### config.mk
export PLATFORM = sky130hd
export DESIGN_NAME = frame_bitmap_allocator_top_flat
export DESIGN_NICKNAME = d
export VERILOG_FILES = /design/src/sv/fba_pkg.sv /design/src/sv/fba_if.sv /design/src/sv/fba_front.sv /design/src/sv/fba_queue.sv /design/src/sv/fba_back.sv /design/src/sv/frame_bitmap_allocator_top.sv /design/src/flat_wrapper.sv
export SDC_FILE = /design/constraint.sdc
export NUM_CORES = 2
export LEC_CHECK = 0
export BUFFER_PORTS_ARGS = -buffer_cell sky130_fd_sc_hd__buf_2
export CELL_PAD_IN_SITES_DETAIL_PLACEMENT = 1
export CELL_PAD_IN_SITES_GLOBAL_PLACEMENT = 2
export CORE_MARGIN = 1.5
export CORE_UTILIZATION = 46
export CTS_CLUSTER_SIZE = 12
export DETAILED_ROUTE_END_ITERATION = 10
export GPL_TIMING_DRIVEN = 0
export PLACE_DENSITY_LB_ADDON = 0.1
export SETUP_SLACK_MARGIN = 0.4
export SYNTH_ARGS = -nofsm -noshare
export SYNTH_HDL_FRONTEND = slang
export SYNTH_HIERARCHICAL = 1
export SYNTH_SLANG_ARGS = --single-unit
export TNS_END_PERCENT = 20
### constraint.sdc
create_clock -name clk -period 4.2 [get_ports clk]
set_input_delay 0.42 -clock clk [delete_from_list [all_inputs] [get_ports clk]]
set_output_delay 0.42 -clock clk [all_outputs]
set_load 0.02 [all_outputs]
### src/sv/fba_pkg.sv
// ----------------------------------------------------------------------------
// fba_pkg
// Shared types, sizes and codes of the page frame bitmap allocator.
// ----------------------------------------------------------------------------
package fba_pkg;

	localparam int BITMAP_BYTES = 128;
	localparam int FRAME_COUNT  = BITMAP_BYTES * 8;
	localparam int INDEX_LIMIT  = 1024;
	localparam int FRAME_W      = 10;
	localparam int FUNC_W       = 2;
	localparam int STATUS_W     = 2;

	// bitmap is held as 32-bit words
	localparam int WORD_W       = 32;
	localparam int BIT_W        = 5;
	localparam int SEARCH_LIMIT = (FRAME_COUNT < INDEX_LIMIT) ? FRAME_COUNT : INDEX_LIMIT;
	localparam int SEARCH_WORDS = (SEARCH_LIMIT + WORD_W - 1) / WORD_W;
	localparam int ADDR_W       = (SEARCH_WORDS > 1) ? $clog2(SEARCH_WORDS) : 1;
	localparam int LAST_WORD    = SEARCH_WORDS - 1;
	localparam int TAIL_BITS    = SEARCH_LIMIT - LAST_WORD * WORD_W;

	localparam int QUEUE_DEPTH  = 2;
	localparam int QPTR_W       = 1;
	localparam int QCNT_W       = 2;

	localparam logic [FUNC_W-1:0] FUNC_ALLOC = 2'd0;
	localparam logic [FUNC_W-1:0] FUNC_FREE  = 2'd1;
	localparam logic [FUNC_W-1:0] FUNC_MARK  = 2'd2;

	typedef enum logic [STATUS_W-1:0] {
		ST_OK    = 2'd0,
		ST_FULL  = 2'd1,
		ST_RANGE = 2'd2
	} status_t;

	typedef enum logic [1:0] {
		CMD_ALLOC,
		CMD_CLEAR,
		CMD_SET,
		CMD_REJECT
	} cmd_kind_t;

	typedef struct packed {
		cmd_kind_t           kind;
		logic [FRAME_W-1:0]  frame;
		logic [ADDR_W-1:0]   addr;
		logic [BIT_W-1:0]    bit_sel;
	} cmd_t;

	typedef enum logic [1:0] {
		B_IDLE,
		B_RMW,
		B_SCAN,
		B_FOUND
	} back_state_t;

	// bits past the last searchable frame count as used
	function automatic logic [WORD_W-1:0] tail_mask(input logic [ADDR_W-1:0] addr);
		logic [WORD_W-1:0] m;
		m = '0;
		if (addr == ADDR_W'(LAST_WORD)) begin
			for (int i = 0; i < WORD_W; i++) begin
				m[i] = (i >= TAIL_BITS);
			end
		end
		return m;
	endfunction

endpackage

### src/sv/fba_if.sv
// ----------------------------------------------------------------------------
// fba_req_if / fba_res_if
// Valid-ready channels for allocator requests and results.
// ----------------------------------------------------------------------------
interface fba_req_if;
	logic                         valid;
	logic                         ready;
	logic [fba_pkg::FUNC_W-1:0]   func;
	logic [fba_pkg::FRAME_W-1:0]  frame_index;

	modport source (output valid, output func, output frame_index, input ready);
	modport sink   (input valid, input func, input frame_index, output ready);
endinterface

interface fba_res_if;
	logic                          valid;
	logic                          ready;
	logic [fba_pkg::FRAME_W-1:0]   frame_index_res;
	logic [fba_pkg::STATUS_W-1:0]  status;

	modport source (output valid, output frame_index_res, output status, input ready);
	modport sink   (input valid, input frame_index_res, input status, output ready);
endinterface

### src/sv/fba_front.sv
// ----------------------------------------------------------------------------
// fba_front
// Takes request beats and sorts them into commands for the back end.
// ----------------------------------------------------------------------------
module fba_front (
	fba_req_if.sink         req,
	input  logic            q_full,
	output logic            push,
	output fba_pkg::cmd_t   cmd
);

	logic in_range;

	assign req.ready = !q_full;
	assign push      = req.valid && !q_full;
	assign in_range  = 32'(req.frame_index) < fba_pkg::FRAME_COUNT;

	always_comb begin
		cmd.frame   = req.frame_index;
		cmd.addr    = fba_pkg::ADDR_W'(req.frame_index >> fba_pkg::BIT_W);
		cmd.bit_sel = req.frame_index[fba_pkg::BIT_W-1:0];
		case (req.func)
			fba_pkg::FUNC_ALLOC: cmd.kind = fba_pkg::CMD_ALLOC;
			fba_pkg::FUNC_FREE:  cmd.kind = in_range ? fba_pkg::CMD_CLEAR : fba_pkg::CMD_REJECT;
			fba_pkg::FUNC_MARK:  cmd.kind = in_range ? fba_pkg::CMD_SET : fba_pkg::CMD_REJECT;
			default:             cmd.kind = fba_pkg::CMD_REJECT;
		endcase
	end

endmodule

### src/sv/fba_queue.sv
// ----------------------------------------------------------------------------
// fba_queue
// Two-entry command queue between front and back end.
// ----------------------------------------------------------------------------
module fba_queue (
	input  logic            clk,
	input  logic            arst_n,
	input  logic            push,
	input  fba_pkg::cmd_t   cmd_in,
	output logic            full,
	input  logic            pop,
	output logic            empty,
	output fba_pkg::cmd_t   cmd_out
);

	fba_pkg::cmd_t                    slot_q [fba_pkg::QUEUE_DEPTH];
	logic [fba_pkg::QPTR_W-1:0]       wr_ptr_q;
	logic [fba_pkg::QPTR_W-1:0]       rd_ptr_q;
	logic [fba_pkg::QCNT_W-1:0]       count_q;

	assign full    = count_q == fba_pkg::QCNT_W'(fba_pkg::QUEUE_DEPTH);
	assign empty   = count_q == '0;
	assign cmd_out = slot_q[rd_ptr_q];

	always_ff @(posedge clk or negedge arst_n) begin
		if (!arst_n) begin
			wr_ptr_q <= '0;
			rd_ptr_q <= '0;
			count_q  <= '0;
		end else begin
			if (push) wr_ptr_q <= wr_ptr_q + 1'b1;
			if (pop)  rd_ptr_q <= rd_ptr_q + 1'b1;
			if (push && !pop)      count_q <= count_q + 1'b1;
			else if (pop && !push) count_q <= count_q - 1'b1;
		end
	end

	always_ff @(posedge clk) begin
		if (push) slot_q[wr_ptr_q] <= cmd_in;
	end

endmodule

### src/sv/fba_back.sv
// ----------------------------------------------------------------------------
// fba_back
// Executes commands against the word-wide bitmap memory and drives results.
// ----------------------------------------------------------------------------
module fba_back (
	input  logic            clk,
	input  logic            arst_n,
	input  logic            q_empty,
	input  fba_pkg::cmd_t   q_cmd,
	output logic            pop,
	fba_res_if.source       res
);

	localparam int WW = fba_pkg::WORD_W;
	localparam int AW = fba_pkg::ADDR_W;

	logic [WW-1:0]                 mem [fba_pkg::SEARCH_WORDS];
	logic [fba_pkg::SEARCH_WORDS-1:0] word_vld_q;
	logic [WW-1:0]                 rdata_q;
	logic                          rvld_q;

	fba_pkg::back_state_t          state_q, state_d;
	fba_pkg::cmd_t                 cmd_q;
	logic [AW-1:0]                 scan_addr_q;
	logic [AW-1:0]                 chk_addr_q;
	logic [WW-1:0]                 found_word_q;
	logic [AW-1:0]                 found_addr_q;

	logic                          out_vld_q;
	logic [fba_pkg::FRAME_W-1:0]   out_frame_q;
	logic [fba_pkg::STATUS_W-1:0]  out_status_q;

	logic                          start;
	logic                          rd_en, we, out_load;
	logic [AW-1:0]                 rd_addr, wr_addr;
	logic [WW-1:0]                 wr_data;
	logic [fba_pkg::FRAME_W-1:0]   out_frame_d;
	fba_pkg::status_t              out_status_d;

	logic [WW-1:0]                 word_now, scan_word, rmw_word, bit_onehot;
	logic                          scan_hit, scan_last;
	logic [fba_pkg::BIT_W-1:0]     found_bit;

	// word never written since reset reads as all free
	assign word_now   = rvld_q ? rdata_q : '0;
	assign scan_word  = word_now | fba_pkg::tail_mask(chk_addr_q);
	assign scan_hit   = scan_word != '1;
	assign scan_last  = chk_addr_q == AW'(fba_pkg::LAST_WORD);
	assign bit_onehot = WW'(1) << cmd_q.bit_sel;
	assign rmw_word   = (cmd_q.kind == fba_pkg::CMD_SET) ? (word_now | bit_onehot)
	                                                     : (word_now & ~bit_onehot);
	assign start      = (state_q == fba_pkg::B_IDLE) && !q_empty && !out_vld_q;

	// lowest clear bit of the hit word
	always_comb begin
		found_bit = '0;
		for (int i = WW - 1; i >= 0; i--) begin
			if (!found_word_q[i]) found_bit = fba_pkg::BIT_W'(i);
		end
	end

	always_comb begin
		state_d = state_q;
		case (state_q)
			fba_pkg::B_IDLE: begin
				if (start) begin
					case (q_cmd.kind)
						fba_pkg::CMD_ALLOC: state_d = fba_pkg::B_SCAN;
						fba_pkg::CMD_CLEAR,
						fba_pkg::CMD_SET:   state_d = fba_pkg::B_RMW;
						default:            state_d = fba_pkg::B_IDLE;
					endcase
				end
			end
			fba_pkg::B_RMW:   state_d = fba_pkg::B_IDLE;
			fba_pkg::B_SCAN: begin
				if (scan_hit)       state_d = fba_pkg::B_FOUND;
				else if (scan_last) state_d = fba_pkg::B_IDLE;
			end
			fba_pkg::B_FOUND: state_d = fba_pkg::B_IDLE;
			default:          state_d = fba_pkg::B_IDLE;
		endcase
	end

	always_comb begin
		pop          = 1'b0;
		rd_en        = 1'b0;
		rd_addr      = '0;
		we           = 1'b0;
		wr_addr      = cmd_q.addr;
		wr_data      = rmw_word;
		out_load     = 1'b0;
		out_frame_d  = cmd_q.frame;
		out_status_d = fba_pkg::ST_OK;
		case (state_q)
			fba_pkg::B_IDLE: begin
				if (start) begin
					pop = 1'b1;
					case (q_cmd.kind)
						fba_pkg::CMD_ALLOC: begin
							rd_en   = 1'b1;
							rd_addr = '0;
						end
						fba_pkg::CMD_CLEAR,
						fba_pkg::CMD_SET: begin
							rd_en   = 1'b1;
							rd_addr = q_cmd.addr;
						end
						default: begin
							out_load     = 1'b1;
							out_frame_d  = q_cmd.frame;
							out_status_d = fba_pkg::ST_RANGE;
						end
					endcase
				end
			end
			fba_pkg::B_RMW: begin
				we       = 1'b1;
				out_load = 1'b1;
			end
			fba_pkg::B_SCAN: begin
				if (!scan_hit) begin
					if (scan_last) begin
						out_load     = 1'b1;
						out_frame_d  = '0;
						out_status_d = fba_pkg::ST_FULL;
					end else begin
						rd_en   = 1'b1;
						rd_addr = scan_addr_q;
					end
				end
			end
			fba_pkg::B_FOUND: begin
				we          = 1'b1;
				wr_addr     = found_addr_q;
				wr_data     = found_word_q | (WW'(1) << found_bit);
				out_load    = 1'b1;
				out_frame_d = fba_pkg::FRAME_W'({found_addr_q, found_bit});
			end
			default: begin
			end
		endcase
	end

	always_ff @(posedge clk or negedge arst_n) begin
		if (!arst_n) begin
			state_q    <= fba_pkg::B_IDLE;
			out_vld_q  <= 1'b0;
			word_vld_q <= '0;
			rvld_q     <= 1'b0;
		end else begin
			state_q <= state_d;
			if (out_load)       out_vld_q <= 1'b1;
			else if (res.ready) out_vld_q <= 1'b0;
			if (we)    word_vld_q[wr_addr] <= 1'b1;
			if (rd_en) rvld_q <= word_vld_q[rd_addr];
		end
	end

	always_ff @(posedge clk) begin
		if (we)    mem[wr_addr] <= wr_data;
		if (rd_en) rdata_q <= mem[rd_addr];
	end

	always_ff @(posedge clk) begin
		if (start) begin
			cmd_q       <= q_cmd;
			chk_addr_q  <= '0;
			scan_addr_q <= AW'(1);
		end else if (state_q == fba_pkg::B_SCAN && !scan_hit) begin
			chk_addr_q  <= scan_addr_q;
			scan_addr_q <= scan_addr_q + 1'b1;
		end
		if (state_q == fba_pkg::B_SCAN && scan_hit) begin
			found_word_q <= scan_word;
			found_addr_q <= chk_addr_q;
		end
		if (out_load) begin
			out_frame_q  <= out_frame_d;
			out_status_q <= out_status_d;
		end
	end

	assign res.valid           = out_vld_q;
	assign res.frame_index_res = out_frame_q;
	assign res.status          = out_status_q;

	a_pop_slot_free: assert property (@(posedge clk) disable iff (!arst_n)
		pop |-> !out_vld_q)
		else $error("command popped while a result is pending");

	a_found_has_free: assert property (@(posedge clk) disable iff (!arst_n)
		(state_q == fba_pkg::B_FOUND) |-> (found_word_q != '1))
		else $error("found word has no free bit");

	a_write_states: assert property (@(posedge clk) disable iff (!arst_n)
		we |-> (state_q == fba_pkg::B_RMW || state_q == fba_pkg::B_FOUND))
		else $error("bitmap written outside an update step");

	a_alloc_in_limit: assert property (@(posedge clk) disable iff (!arst_n)
		(state_q == fba_pkg::B_FOUND) |=>
		(out_vld_q && 32'(out_frame_q) < fba_pkg::SEARCH_LIMIT))
		else $error("allocated frame beyond search limit");

endmodule

### src/sv/frame_bitmap_allocator_top.sv
// ----------------------------------------------------------------------------
// frame_bitmap_allocator_top
// First-fit page frame allocator over a one-bit-per-frame used bitmap.
// ----------------------------------------------------------------------------
// out of range or bad op: the request passes the queue and loads the result register;
// free and mark: read-modify-write of one word on the single-port bitmap memory
// allocate: reads word 0, scans one 32-bit word per cycle, then writes the hit
// word; one request in flight, the next starts after its result is taken
// a two-entry queue keeps taking request beats, until full, while a result waits
// reset: per-word valid flags clear at once, so every frame is free, no sweep
module frame_bitmap_allocator_top (
	input  logic       clk,
	input  logic       arst_n,
	fba_req_if.sink    req,
	fba_res_if.source  res
);

	logic            q_full, q_empty, push, pop;
	fba_pkg::cmd_t   front_cmd, head_cmd;

	fba_front u_front (
		.req    (req),
		.q_full (q_full),
		.push   (push),
		.cmd    (front_cmd)
	);

	fba_queue u_queue (
		.clk     (clk),
		.arst_n  (arst_n),
		.push    (push),
		.cmd_in  (front_cmd),
		.full    (q_full),
		.pop     (pop),
		.empty   (q_empty),
		.cmd_out (head_cmd)
	);

	fba_back u_back (
		.clk     (clk),
		.arst_n  (arst_n),
		.q_empty (q_empty),
		.q_cmd   (head_cmd),
		.pop     (pop),
		.res     (res)
	);

endmodule
### src/flat_wrapper.sv
// flat-port wrapper written by rule: the top's interface ports become plain ports
module frame_bitmap_allocator_top_flat 
  (clk, arst_n, req_valid, req_func, req_frame_index, req_ready, res_valid, res_frame_index_res, res_status, res_ready);
  fba_req_if req_i ();
  fba_res_if res_i ();
  input  logic clk;
  input  logic arst_n;
  input wire logic [$bits(req_i.valid)-1:0] req_valid;
  input wire logic [$bits(req_i.func)-1:0] req_func;
  input wire logic [$bits(req_i.frame_index)-1:0] req_frame_index;
  output wire logic [$bits(req_i.ready)-1:0] req_ready;
  output wire logic [$bits(res_i.valid)-1:0] res_valid;
  output wire logic [$bits(res_i.frame_index_res)-1:0] res_frame_index_res;
  output wire logic [$bits(res_i.status)-1:0] res_status;
  input wire logic [$bits(res_i.ready)-1:0] res_ready;
  assign req_i.valid = req_valid;
  assign req_i.func = req_func;
  assign req_i.frame_index = req_frame_index;
  assign req_ready = req_i.ready;
  assign res_valid = res_i.valid;
  assign res_frame_index_res = res_i.frame_index_res;
  assign res_status = res_i.status;
  assign res_i.ready = res_ready;
  frame_bitmap_allocator_top u_core (.clk(clk), .arst_n(arst_n), .req(req_i), .res(res_i));
endmodule
### Yosys cells after proc, flatten, opt, wreduce, memory -nomap -nowiden

Memory sizes are Yosys's and may differ from the RTL's. A register that Yosys moved wholly into a read port is not among the register bits.
Cells that the tools add are included.

| storage, ports and cells | value |
|---|---|
| memories kept | 2 |
| register bits | 121 |
| logic and storage cells | 153 |
| input bits | 16 |
| bits in writable memories | 1068 |
| output and inout port bits | 14 |

Memories:

| name | words | width | read ports | clocked after memory_dff | write ports | line | RTL |
|---|---|---|---|---|---|---|---|
| u_core.u_back.mem | 32 | 32 | 1 | 1 | 1 | fba_back.sv:17 | `logic [WW-1:0] mem [fba_pkg::SEARCH_WORDS];` |
| u_core.u_queue.slot_q | 2 | 22 | 1 | 0 | 1 | fba_queue.sv:16 | `fba_pkg::cmd_t slot_q [fba_pkg::QUEUE_DEPTH];` |

| operators by class | value |
|---|---|
| eq/ne operators | 13 |
| bitwise operators | 5 |
| mux-type cells | 82 |
| reductions and logical operators | 24 |
| shift-type cells | 2 |
| add/subtract/negate cells | 5 |
| order comparisons | 3 |

Operators with widths:

| cell | count |
|---|---|
| $mux W5 | 37 |
| $mux W32 | 3 |
| $or A32 B32 Y32 | 3 |
| $shl A1 B5 Y32 const A | 2 |
| $mux W10 | 4 |
| $and A32 B32 Y32 | 1 |
| $ne A32 B32 Y1 const B | 1 |
| $not A32 Y32 | 1 |
| $pmux W10 S3 | 1 |
| $mux W1 | 21 |
| $mux W2 | 7 |
| $eq A2 B2 Y1 const B | 6 |
| $lt A5 B6 Y1 const B | 2 |
| $pmux W2 S3 | 2 |
| $pmux W5 S2 | 1 |
| $logic_and A1 B1 Y1 | 8 |
| $logic_not A2 Y1 | 4 |
| $pmux W2 S2 | 2 |
| $eq A2 B1 Y1 const B | 3 |
| $logic_not A1 Y1 | 6 |
| $add A5 B1 Y5 const B | 1 |
| $bmux W1 S5 | 1 |
| $demux W1 S5 | 1 |
| $eq A5 B5 Y1 const B | 1 |
| 12 further kinds | 15 |

### Depth between registers and ports, before layout

| logic depth | value |
|---|---|
| depth after elaboration | 35 |
| depth in mapped cells | 15 |
| mapped depth without buffers | 11 |

### Modules after synthesis

Netlist, hierarchy kept.

Modules (own cells, without submodules):

| module | area each (µm²) | cells an instance | times used | sequential area each (µm²) |
|---|---|---|---|---|
| fba_back | 47972.3 | 3637 | 1 | 34943.5 |
| fba_queue | 1778.0 | 84 | 1 | 1421.4 |
| fba_front | 167.7 | 24 | 1 | 0.0 |

### Worst setup path before layout

OpenSTA, ideal clock, no wires.

| timing path | value |
|---|---|
| kind | register -> register |
| from | reg u_core.u_back.found_word_q[30] |
| to | mem u_core/u_back/mem[0][10] (netlist name) (data pin) |
| stages on the path, launching flop included | 10 |
| arrival time | 2881 ps |
| period minus slack after synthesis | 3271 ps |
| path slack | 929 ps |
| buffers on the path | 0 |
| data required time | 3810 ps |
| library setup time | 390 ps |
| cell sequence | edfxtp_1 nor2b_1 o21ai_0 a21boi_0 o21ai_1 a41oi_1 o21ai_1 a41oi_1 or4_1 o221ai_1 |

| on the way | value |
|---|---|
| longest elaborated chain between the ends | 34 |

RTL lines:

| element | line | RTL |
|---|---|---|
| start, declared | fba_back.sv:26 | `logic [WW-1:0] found_word_q;` |
| start signal, assigned | fba_back.sv:175 | `found_word_q <= scan_word;` |
| $mux W5 (31 in series) | fba_back.sv:58 | `if (!found_word_q[i]) found_bit = fba_pkg::BIT_W'(i);` |
| $shl A1 B5 Y32 | fba_back.sv:136 | `wr_data = found_word_q \| (WW'(1) << found_bit);` |
| $or A32 B32 Y32 | fba_back.sv:136 |  |
| $mux W32 | fba_back.sv:95 | `case (state_q)` |
| net u_core.u_back.wr_data[10] | fba_back.sv:36 | `logic [WW-1:0] wr_data;` |
| end, declared | fba_back.sv:17 |  |

The timed path passes the listed nets, and every way through them passes these cells.

### Worst setup path in the final report

| timing path | value |
|---|---|
| from | reg u_core.u_back.rdata_q[9], read port of u_core.u_back.mem |
| to | reg u_core.u_back.rdata_q[15], read port of u_core.u_back.mem (data pin) |

| on the way | value |
|---|---|
| longest elaborated chain between the ends | 4 |
| elaborated cells on any way between the ends | 6 |
| classes of those cells | 1 x eq/ne; 5 x mux |

RTL lines:

| element | line | RTL |
|---|---|---|
| start, declared | fba_back.sv:19 | `logic [WW-1:0] rdata_q;` |
| $mux W32 * | fba_back.sv:45 | `assign word_now = rvld_q ? rdata_q : '0;` |
| $ne A32 B32 Y1 * | fba_back.sv:47 | `assign scan_hit = scan_word != '1;` |
| $mux W5 or $mux W1 (tied branches) | fba_back.sv:122 | `if (!scan_hit) begin` |
| $pmux W5 S2 or $pmux W1 S2 (tied branches) | fba_back.sv:95 |  |

Mark *: on every way between the ends. The rest lies on a longest branch, timed or not.
A chain may end at the register's enable or synchronous reset.

==> key figures <==
Global route
  • Initial antenna violation count: 6
  • Grt total ovfl: 0
  • Largest net degree at the start of global routing: 41
  • Vias in the first global route: 35600
  • First-pass GRT wire length: 255900 um
  • GRT Total Usage: 0.3233

Worst setup path
  • Critical Path Fanout Max: 10
  • Crit. End Element: register
  • Worst EP required: 4.67 ns
  • Startpoint Class: register
  • Critical path type: register to register
  • WP data arrival: 4.32 ns

Placement
  • Placed instance area: 53880 sq um
  • GPL Wtd Cong: 0.9503
  • Input/output buffers: 17
  • Dpl hpwl: 124700 um
  • Placed Cells: 5232

Finish
  • Finished Layout Cells: 5496
  • Fraction of layout cells with a size suffix above 1: 0.2025
  • Post-Layout Inst Area: 60480 sq um
  • Ant. Diodes: 0
  • Nets: 4008
  • Filler cells: 10190
  • Area Overhead vs Synth: 21.15%

Timing
  • RSZ-0062 raised after global routing: yes
  • Period utilization: 0.9163
  • Worst-Margin Slew: 1.361 ns
  • Period minus WS final: 3.848 ns
  • Setup violators final: 0
  • Setup TNS: 0 ns
  • Fmax: 0.2598 GHz
  • WHS: 0.1298 ns
  • Relative slew slack: 0.09293
  • Final hold vios: 0
  • Max-slew violations: 0
  • Post-Route Skew: 0.02298 ns

Clock tree
  • Sink Count: 1221
  • Clock transition at the registers of the reported paths: 0.06 ns
  • H-tree levels: 4
  • Root Driver: clkbuf_16
  • Num CTS Buffers: 135
  • Worst-Skew Late Latency: 0.76 ns
  • CTS tree: yes
  • Max clock buf depth: 3

Floorplan
  • Die width: 332.4 um
  • Die span in y: 332.4 um
  • Die ar.: 110500 sq um
  • I/O pin total: 30
  • Core ar.: 107400 sq um
  • Initial Util: 0.4650
  • Number of placement rows: 120

Synth
  • Seq/Total Area, Yosys: 0.7285
  • Top FF cell, synth: edfxtp_1
  • Post-Syn Area: 49920 sq um
  • Synth cell types: 74
  • Avg Synthesized Cell Area: 13.33 sq um
  • YS warnings: 6
  • Mapped Cells: 3745
  • Net Count, Synth: 3765
  • Post-synth EDFFs: 1171
  • #FFs+latches synth: 1221
  • Post-synthesis async set-or-reset flop share: 0.03276

Run status
  • Outcome: completed

Job
  • Max-Cap Viols: 0

Detailed routing
  • Vias: 34340
  • DR WL/cell: 32.52 um
  • Post-route ant nets: 0
  • Vias/cell: 6.247
  • Drt drc: 0
  • Initial DRT Pass Iterations: 5
  • 1st-iter DRT viols: 3878
  • Total Routed Length: 178700 um

Power and ir drop
  • Pwr dens: 738.1 nW/um^2
  • Worst vdd ir: 0.0003820 V
  • Pleak: 21.36 nW

Worst hold path
  • Hold WC Path Type: input pin to register
power breakdown:
group	switching [W]	leakage (nW)	internal (W)
Sequential	0.000637	11.3	0.0166
Clock	0.00481	2.07	0.00662
Combinational	0.0112	7.98	0.00473
Total	0.0167	21.4	0.0280
stage by stage:
step	power (W)	setup WS, ns	utilization
floorplan	0.02390	0.9290	-
global placement	0.02996	-1.461	0.4821
detailed placement	0.03150	-1.548	0.5019
CTS	0.04434	0.3398	0.5595
global route	0.04583	0.2816	0.5633
finish	0.04464	0.3515	0.5633
flip-flops by register name, summed over array words and instances (netlist names), 2 cells and up:
register	flops
u_core/u_back/mem	1024
u_core/u_queue/slot_q	44
u_core/u_back/found_word_q	32
u_core/u_back/rdata_q	32
u_core/u_back/word_vld_q	32
u_core/u_back/cmd_q	22
u_core/u_back/res.frame_index_res	10
u_core/u_back/chk_addr_q	5
u_core/u_back/found_addr_q	5
u_core/u_back/scan_addr_q	5
u_core/u_back/res.status	2
u_core/u_back/state_q	2
u_core/u_queue/count_q	2
area by class of cell:
type | instances | area [sq um] | area share
clock inverter | 56 | 404.1 | 0.006683
multi-input combinational | 2228 | 14370 | 0.2375
inverter | 29 | 108.9 | 0.001800
sequential | 1221 | 36370 | 0.6013
tap | 1403 | 1755 | 0.02903
timing repair buffer | 106 | 1669 | 0.02760
clock buffer | 186 | 3829 | 0.06331
buffer | 267 | 1978 | 0.03271
final timing paths:
check	from	end	slack, ns	cells after the start
max	u_core/u_back/rdata_q[9]	u_core/u_back/rdata_q[15]	0.35	12
min	req_valid	u_core/u_queue/wr_ptr_q	0.13	3
max reg2reg	u_core/u_back/rdata_q[9]	u_core/u_back/rdata_q[15]	0.35	12
min reg2reg	u_core/u_back/chk_addr_q[3]	u_core/u_back/found_addr_q[3]	0.47	0
max in group asynchronous	arst_n	u_core/u_back/word_vld_q[5]	3.02	2
min in group asynchronous	arst_n	u_core/u_queue/count_q[0]	0.40	2
cell usage after synthesis (19+ instances only):
master	n	area share
a311oi_1	152	0.027
edfxtp_1	1171	0.70
o31ai_1	23	0.0035
or2_2	36	0.0045
dfrtp_1	40	0.020
nor3_1	22	0.0022
mux2i_1	27	0.0054
nand2_1	1050	0.079
nor2_1	74	0.0056
clkbuf_1	118	0.0089
buf_2	97	0.0097
o221ai_1	23	0.0040
and2_1	36	0.0045
a31oi_1	98	0.012
inv_1	29	0.0022
a211o_1	22	0.0039
buf_4	35	0.0053
mux2_2	23	0.0052
a21oi_1	23	0.0023
nand3_1	113	0.011
and3_1	236	0.030
a211oi_1	111	0.017
o21ai_0	19	0.0019
routing by layer:
layer / wire [um] / part of all wire / global-route usage / vias up
li1: - / - / - / 14520
met5: 0 / 0 / 0 / -
met1: 72050 / 0.40 / 0.4337 / 17940
met3: 13560 / 0.076 / 0.05416 / 345
met2: 85160 / 0.48 / 0.5226 / 1526
met4: 7937 / 0.044 / 0.1365 / 0
cells in the final DEF, fill, tap and decap left out, drive strengths merged, types with 27 or more instances in the layout:
| cell | instances |
|---|---|
| a211oi | 112 |
| a311oi | 152 |
| a31oi | 98 |
| and2 | 37 |
| and3 | 236 |
| buf | 243 |
| clkbuf | 302 |
| clkinv | 42 |
| dfrtp | 40 |
| edfxtp | 1171 |
| inv | 37 |
| mux2i | 27 |
| nand2 | 1051 |
| nand3 | 113 |
| nor2 | 75 |
| or2 | 36 |
worst max-delay path: stages (launching register included):
cell      delay, ns
edfxtp_1       0.50
nand4_1        0.21
nor4_4         0.30
buf_4          0.20
and3_1         0.22
buf_6          0.19
a32o_4         0.41
buf_8          0.25
clkbuf_4       0.28
and3_1         0.19
a31oi_1        0.06
a211oi_2       0.57
nor4_4         0.14
logic make-up after synthesis:
logic type | synth area share
muxes | 0.01060
DFF | 0.7285
adders and majority gates | 0.001003
AOI/OAI and AO/OA | 0.08204
and+or+nand+nor | 0.1469
xor gates and xnor gates | 0.001404
buffers and inverters | 0.02958
what timing repair did:
| action | CTS | global route |
|---|---|---|
| endpoints found under the setup margin | 55 | 161 |
| resized for setup | 401 | 97 |
| setup buffers | 7 | 1 |
| endpoints found under the hold margin | 85 | 0 |
| pin swaps | 37 | 23 |
| hold buffers | 14 | 0 |
Power figures use the tool's default switching activity.
